### src/hdl/eus_pkg.sv
`default_nettype none

package eus_pkg;

  localparam int unsigned ByteW   = 8;
  localparam int unsigned MaxRes  = 5;
  localparam int unsigned CntW    = $clog2(MaxRes + 1);
  localparam int unsigned HeldMax = 4;

  localparam logic [ByteW-1:0] ChAmp    = 8'h26;
  localparam logic [ByteW-1:0] ChHash   = 8'h23;
  localparam logic [ByteW-1:0] ChNine   = 8'h39;
  localparam logic [ByteW-1:0] ChOne    = 8'h31;
  localparam logic [ByteW-1:0] ChThree  = 8'h33;
  localparam logic [ByteW-1:0] ChFour   = 8'h34;
  localparam logic [ByteW-1:0] ChSemi   = 8'h3B;
  localparam logic [ByteW-1:0] ChLowA   = 8'h61;
  localparam logic [ByteW-1:0] ChLowM   = 8'h6D;
  localparam logic [ByteW-1:0] ChLowP   = 8'h70;
  localparam logic [ByteW-1:0] ChLBrack = 8'h5B;
  localparam logic [ByteW-1:0] ChRBrack = 8'h5D;
  localparam logic [ByteW-1:0] ChComma  = 8'h2C;

  typedef enum logic [3:0] {
    P_IDLE    = 4'd0,
    P_AMP     = 4'd1,
    P_HASH    = 4'd2,
    P_H9      = 4'd3,
    P_H91     = 4'd4,
    P_H93     = 4'd5,
    P_H4      = 4'd6,
    P_H44     = 4'd7,
    P_A       = 4'd8,
    P_AM      = 4'd9,
    P_AMP_END = 4'd10
  } prefix_e;

  typedef enum logic [1:0] {
    ADV_MORE,
    ADV_DONE,
    ADV_FAIL
  } adv_kind_e;

  typedef struct packed {
    adv_kind_e        kind;
    prefix_e          nxt;
    logic [ByteW-1:0] dec;
  } adv_t;

  typedef struct packed {
    logic [MaxRes-1:0][ByteW-1:0] bytes;
    logic [CntW-1:0]              count;
    prefix_e                      nxt;
  } dec_res_t;

  function automatic adv_t advance(prefix_e st, logic [ByteW-1:0] c);
    adv_t r;
    r.kind = ADV_FAIL;
    r.nxt  = P_IDLE;
    r.dec  = '0;
    case (st)
      P_AMP: begin
        if (c == ChHash) begin
          r.kind = ADV_MORE; r.nxt = P_HASH;
        end else if (c == ChLowA) begin
          r.kind = ADV_MORE; r.nxt = P_A;
        end
      end
      P_HASH: begin
        if (c == ChNine) begin
          r.kind = ADV_MORE; r.nxt = P_H9;
        end else if (c == ChFour) begin
          r.kind = ADV_MORE; r.nxt = P_H4;
        end
      end
      P_H9: begin
        if (c == ChOne) begin
          r.kind = ADV_MORE; r.nxt = P_H91;
        end else if (c == ChThree) begin
          r.kind = ADV_MORE; r.nxt = P_H93;
        end
      end
      P_H91: begin
        if (c == ChSemi) begin
          r.kind = ADV_DONE; r.dec = ChLBrack;
        end
      end
      P_H93: begin
        if (c == ChSemi) begin
          r.kind = ADV_DONE; r.dec = ChRBrack;
        end
      end
      P_H4: begin
        if (c == ChFour) begin
          r.kind = ADV_MORE; r.nxt = P_H44;
        end
      end
      P_H44: begin
        if (c == ChSemi) begin
          r.kind = ADV_DONE; r.dec = ChComma;
        end
      end
      P_A: begin
        if (c == ChLowM) begin
          r.kind = ADV_MORE; r.nxt = P_AM;
        end
      end
      P_AM: begin
        if (c == ChLowP) begin
          r.kind = ADV_MORE; r.nxt = P_AMP_END;
        end
      end
      P_AMP_END: begin
        if (c == ChSemi) begin
          r.kind = ADV_DONE; r.dec = ChAmp;
        end
      end
      default: begin
        r.kind = ADV_FAIL;
      end
    endcase
    return r;
  endfunction

  function automatic logic [HeldMax-1:0][ByteW-1:0] held_text(prefix_e st);
    logic [HeldMax-1:0][ByteW-1:0] t;
    t = '0;
    case (st)
      P_AMP:     t[0] = ChAmp;
      P_HASH:    begin t[0] = ChAmp; t[1] = ChHash; end
      P_H9:      begin t[0] = ChAmp; t[1] = ChHash; t[2] = ChNine; end
      P_H91:     begin t[0] = ChAmp; t[1] = ChHash; t[2] = ChNine; t[3] = ChOne; end
      P_H93:     begin t[0] = ChAmp; t[1] = ChHash; t[2] = ChNine; t[3] = ChThree; end
      P_H4:      begin t[0] = ChAmp; t[1] = ChHash; t[2] = ChFour; end
      P_H44:     begin t[0] = ChAmp; t[1] = ChHash; t[2] = ChFour; t[3] = ChFour; end
      P_A:       begin t[0] = ChAmp; t[1] = ChLowA; end
      P_AM:      begin t[0] = ChAmp; t[1] = ChLowA; t[2] = ChLowM; end
      P_AMP_END: begin t[0] = ChAmp; t[1] = ChLowA; t[2] = ChLowM; t[3] = ChLowP; end
      default:   t = '0;
    endcase
    return t;
  endfunction

  function automatic logic [CntW-1:0] held_len(prefix_e st);
    logic [CntW-1:0] n;
    case (st)
      P_AMP:                      n = CntW'(1);
      P_HASH, P_A:                n = CntW'(2);
      P_H9, P_H4, P_AM:           n = CntW'(3);
      P_H91, P_H93, P_H44,
      P_AMP_END:                  n = CntW'(4);
      default:                    n = '0;
    endcase
    return n;
  endfunction

endpackage

`default_nettype wire

### src/hdl/eus_decode.sv
`default_nettype none

module eus_decode import eus_pkg::*; (
  input  prefix_e          state_i,
  input  logic [ByteW-1:0] byte_i,
  input  logic             last_i,
  output dec_res_t         res_o
);

  adv_t                          adv;
  logic [HeldMax-1:0][ByteW-1:0] held_a;
  logic [HeldMax-1:0][ByteW-1:0] held_b;
  logic [CntW-1:0]               len_a;
  logic [CntW-1:0]               len_b;
  logic [CntW-1:0]               idx;
  logic [MaxRes-1:0][ByteW-1:0]  lst;
  logic [CntW-1:0]               n;
  prefix_e                       ns;

  always_comb begin
    adv    = advance(state_i, byte_i);
    held_a = held_text(state_i);
    len_a  = held_len(state_i);
    lst    = '0;
    n      = '0;
    ns     = state_i;
    idx    = '0;

    case (adv.kind)
      ADV_DONE: begin
        lst[0] = adv.dec;
        n      = CntW'(1);
        ns     = P_IDLE;
      end
      ADV_FAIL: begin
        for (int i = 0; i < HeldMax; i++) begin
          if (CntW'(i) < len_a) begin
            lst[i] = held_a[i];
          end
        end
        n = len_a;
        if (byte_i == ChAmp) begin
          ns = P_AMP;
        end else begin
          lst[len_a] = byte_i;
          n          = len_a + CntW'(1);
          ns         = P_IDLE;
        end
      end
      default: begin
        ns = adv.nxt;
      end
    endcase

    held_b = held_text(ns);
    len_b  = held_len(ns);
    if (last_i) begin
      for (int i = 0; i < HeldMax; i++) begin
        idx = n + CntW'(i);
        if ((CntW'(i) < len_b) && (idx < CntW'(MaxRes))) begin
          lst[idx] = held_b[i];
        end
      end
      n  = n + len_b;
      ns = P_IDLE;
    end

    res_o.bytes = lst;
    res_o.count = n;
    res_o.nxt   = ns;
  end

endmodule

`default_nettype wire

### src/hdl/entity_unescape_stream_unit.sv
// Channel   Direction  tdata       tuser      tlast
// s_axis    in         in_byte     -          message_end
// m_axis    out        out_byte    run_last   message_done
//
// An input transaction is decoded in the cycle it is accepted and its results
// are loaded into a five-byte output queue that drains one byte a cycle while
// the output is ready. An item with no result, or one taken at once, leaves the
// input ready in the next cycle, so unstalled plain text streams at one byte per
// cycle. A broken or flushed prefix gives up to five results and holds the input
// until its last is taken. Reset clears the prefix state and queue count. A
// stalled output holds its byte and keeps the input stalled until it leaves.
`default_nettype none

module entity_unescape_stream_unit import eus_pkg::*; (
  input  logic             clk_i,
  input  logic             rst_ni,
  input  logic             s_axis_tvalid,
  output logic             s_axis_tready,
  input  logic [ByteW-1:0] s_axis_tdata,   // [7:0] in_byte
  input  logic             s_axis_tlast,
  output logic             m_axis_tvalid,
  input  logic             m_axis_tready,
  output logic [ByteW-1:0] m_axis_tdata,   // [7:0] out_byte
  output logic             m_axis_tuser,   // [0] run_last
  output logic             m_axis_tlast
);

  prefix_e                      state_q;
  logic [CntW-1:0]              rem_q;
  logic                         done_q;
  logic [MaxRes-1:0][ByteW-1:0] obuf_q;
  dec_res_t                     res;
  logic                         in_acc;
  logic                         out_acc;

  eus_decode u_decode (
    .state_i (state_q),
    .byte_i  (s_axis_tdata),
    .last_i  (s_axis_tlast),
    .res_o   (res)
  );

  assign out_acc       = m_axis_tvalid && m_axis_tready;
  assign s_axis_tready = (rem_q == '0) || ((rem_q == CntW'(1)) && m_axis_tready);
  assign in_acc        = s_axis_tvalid && s_axis_tready;

  assign m_axis_tvalid = (rem_q != '0);
  assign m_axis_tdata  = obuf_q[0];
  assign m_axis_tuser  = (rem_q == CntW'(1));
  assign m_axis_tlast  = (rem_q == CntW'(1)) && done_q;

  always_ff @(posedge clk_i or negedge rst_ni) begin
    if (!rst_ni) begin
      state_q <= P_IDLE;
      rem_q   <= '0;
      done_q  <= 1'b0;
    end else if (in_acc) begin
      state_q <= res.nxt;
      rem_q   <= res.count;
      done_q  <= s_axis_tlast;
    end else if (out_acc) begin
      rem_q   <= rem_q - CntW'(1);
    end
  end

  always_ff @(posedge clk_i) begin
    if (in_acc) begin
      obuf_q <= res.bytes;
    end else if (out_acc) begin
      for (int i = 0; i < MaxRes - 1; i++) begin
        obuf_q[i] <= obuf_q[i+1];
      end
      obuf_q[MaxRes-1] <= '0;
    end
  end

endmodule

`default_nettype wire

### config.mk
export PLATFORM = sky130hd
export DESIGN_NAME = entity_unescape_stream_unit
export DESIGN_NICKNAME = d
export VERILOG_FILES = /design/src/hdl/eus_pkg.sv /design/src/hdl/eus_decode.sv /design/src/hdl/entity_unescape_stream_unit.sv
export SDC_FILE = /design/constraint.sdc
export NUM_CORES = 1
export LEC_CHECK = 0
export BUFFER_PORTS_ARGS = -buffer_cell sky130_fd_sc_hd__buf_2
export CAP_MARGIN = 20
export CORE_ASPECT_RATIO = 0.7
export CORE_MARGIN = 3
export CORE_UTILIZATION = 50
export CTS_CLUSTER_SIZE = 25
export DETAILED_ROUTE_END_ITERATION = 16
export PLACE_DENSITY = 0.7
export SYNTH_ARGS = -nofsm -noshare
export SYNTH_HDL_FRONTEND = slang
export SYNTH_HIERARCHICAL = 1
export SYNTH_SLANG_ARGS = --single-unit
### constraint.sdc
create_clock -name clk_i -period 4.6 [get_ports clk_i]
set_input_delay 0.23 -clock clk_i [delete_from_list [all_inputs] [get_ports clk_i]]
set_output_delay 0.23 -clock clk_i [all_outputs]
set_load 0.1 [all_outputs]
==> results.cfg <==
[outcome]
status = finished, final reports clean

[route]
via_per_inst = 6.42
dr_total_vias = 4115
first_pass_iters = 5
drtIter0Drc = 466
drc = 0
wl_per_cell_um = 19.9
drt.antenna.violating_nets = 0
finalWirelength_um = 12800

[yosys]
async_reset_ff_share_pct = 16.7
ys_warn_count = 6
synth-edff-count = 40
syn_avg_cell_area_um2 = 9.07
syn-instance-count = 483
synth.most_common_cell = nand2_1
syn_area_mm2 = 0.00438
synth_area_leader_cell = edfxtp_1
synth_cell_types = 85
synth_top_area_share_pct = 27.4
synth_ff_type = edfxtp_1
synth_nets = 507
ys_seq_area_share_pct = 32.0
ys_ff_latch = 48
synth_area_leaders = edfxtp_1, mux2_2, dfrtp_1
synthTopCellsByCount = nand2_1, nor2_1, edfxtp_1

[sta]
hold_viol_final = 0
fmax_mhz = 235
tightestPinTransition_ps = 1030
setup_viol = 0
maxSlewHeadroom_pct = 31.6
layout_min_cycle_time_ps = 4250
final.period_utilization_pct = 92.4
fin_skew_ps = 6.00
drv_slew = 0
grt_setup_unrepaired = false

[placement]
dp.cells = 632
routabilityCongestion = 1.06
io_buffer_count = 24
dp_hpwl_um = 9620

[final_layout]
instances_no_fill = 641
num_antenna_cells = 0
register_area_mm2 = 0.00140
nets = 548
area_delta_synth_final_pct = 13.7
multi_input_area_mm2 = 0.00269
drive_above_1_share_pct = 29.7
nFillCells = 716

[critical_path]
path_cells = nor4b_2, o21ai_0, o21ai_0, a211oi_1, nand2_1, inv_1, ha_1, nand2b_1, a21oi_1, mux2i_1, and2_1, inv_1, ha_1, xor2_2, a21o_1, or4_1, o221a_1, mux2_2
crit_type = reg -> reg
cp_slowest_cell = dfrtp_1
worstPathMaxFanout = 10
start_kind = register
critPathCaptureType = register
cp.arrival_ps = 4300
startpoint = state_q[3]
r2r_start = state_q[3]
cp_slowest_stage_delay_ps = 520
critPathRequiredTime_ps = 4650

[cts]
clock-root-buffer = clkbuf_16
cts_tree = yes
post_cts_buffers = 0
clkLatencyLatePin_ps = 300
htreeDepth = 2
numCtsBuffers = 5
clock_sinks = 48
clockBufferDepth = 2
clkTransAtPathRegs_ps = 70

[floorplanning]
fp.dieArea_mm2 = 0.00994
fp-row-count = 27
die_h_um = 84.3
die_w_um = 118
start_util_pct = 53.6
pin_count = 25
core_region_area_mm2 = 0.00818

[flow_run]
cap_violations = 0

[global_routing]
grt_pass1_wl_um = 20200
grt_usage_pct = 25.7
grt_pass1_vias = 3652
overflow = 0
antenna_found_initial = 0
grt_max_degree = 46

[worst_hold_path]
hp-class = in -> reg
holdCritStartpoint = m_axis_tready

[pwr]
vdd.ir_drop.worst_v = 0.000570
totalPowerFinal_mw = 1.94
p_leak_nw = 1.96
p_per_area_mw_per_mm2 = 389
## power breakdown
part / switching [mW] / internal (mW) / total, mW
Clock: 0.166 / 0.258 / 0.424
Combinational: 0.575 / 0.226 / 0.801
Sequential: 0.0458 / 0.667 / 0.713
## repair_timing
item                                   in CTS  in global routing
resized for setup                           0                  4
endpoints found under the hold margin       8                  0
hold buffers                                1                  0
setup endpoints to repair                   0                  9
## worst max-delay path: cells and delay by family, from the launching register on
kind	cells	cell delay (ps)
flip-flops	1	520
multiplexers	2	390
buffers and inverters	2	160
XOR/XNOR	1	190
AND/OR/NAND/NOR	5	1420
adder cells (fa/ha/maj)	2	550
AO/OA/AOI/OAI	6	780
## registers in the layout (all words and copies together) (netlist names)
signal / flops
state_q: 4
rem_q: 3
done_q: 1
m_axis_tdata: 8
obuf_q: 32
## worst paths after layout
check | endpoint | slack [ps] | cells past startpoint
worst max-delay path | obuf_q[25] | 350 | 18
worst min register to register | done_q | 520 | 1
max in group asynchronous | state_q[1] | 4110 | 2
worst max register to register | obuf_q[25] | 350 | 18
worst min-delay path | rem_q[2] | 270 | 3
min in group asynchronous | rem_q[2] | 300 | 2
## placed cells by master (no fill, tap or decap), types with 11 or more instances in the layout
cell      Yosys  final
a21oi_1      23     23
and2_1       15     15
buf_2         9     24
buf_4         8     50
edfxtp_1     40     40
inv_1        16     16
mux2_2       38     38
nand2_1      43     43
nor2_1       42     42
nor3_1       11     11
o21ai_0      27     27
## kinds of logic after synthesis
family / share of synthesized area [%]
and+or+nand+nor: 24.7
AOI/OAI and AO/OA: 21.1
buffers and inverters: 7.03
DFF: 32.0
adders and majority gates: 3.31
xor gates and xnor gates: 1.00
muxes: 10.8
## per-stage QoR
stage | cell area [um2] | hold WS, ps | setup slack (ps) | util, % | TNS (ps)
final | 4980 | 274 | 348 | 60.9 | 0
after global routing | 4980 | 283 | 101 | 60.9 | 0
after CTS | 4960 | 271 | 177 | 60.7 | 0
after detailed placement | 4780 | 87.5 | -6.93 | 58.5 | -6.93
after global placement | 4780 | 84.5 | 95.0 | 58.5 | 0
after floorplan | 4390 | -65.6 | -28.0 | - | -28.0
## layer usage
metal  routed length [um]  global-route usage, %
met5                    0                      0
met2                 5060                   33.9
met4                  211                   5.96
met3                 1830                   9.16
met1                 5690                   39.5
## cell type report
class                      instances  area share [%]
multi-input combinational        378            54.1
sequential                        48            28.2
timing repair buffer              75            10.2
tap                              116            2.92
clock buffer                       5            2.51
inverter                          16            1.21
clock inverter                     3           0.930
Power figures use the tool's default switching activity.
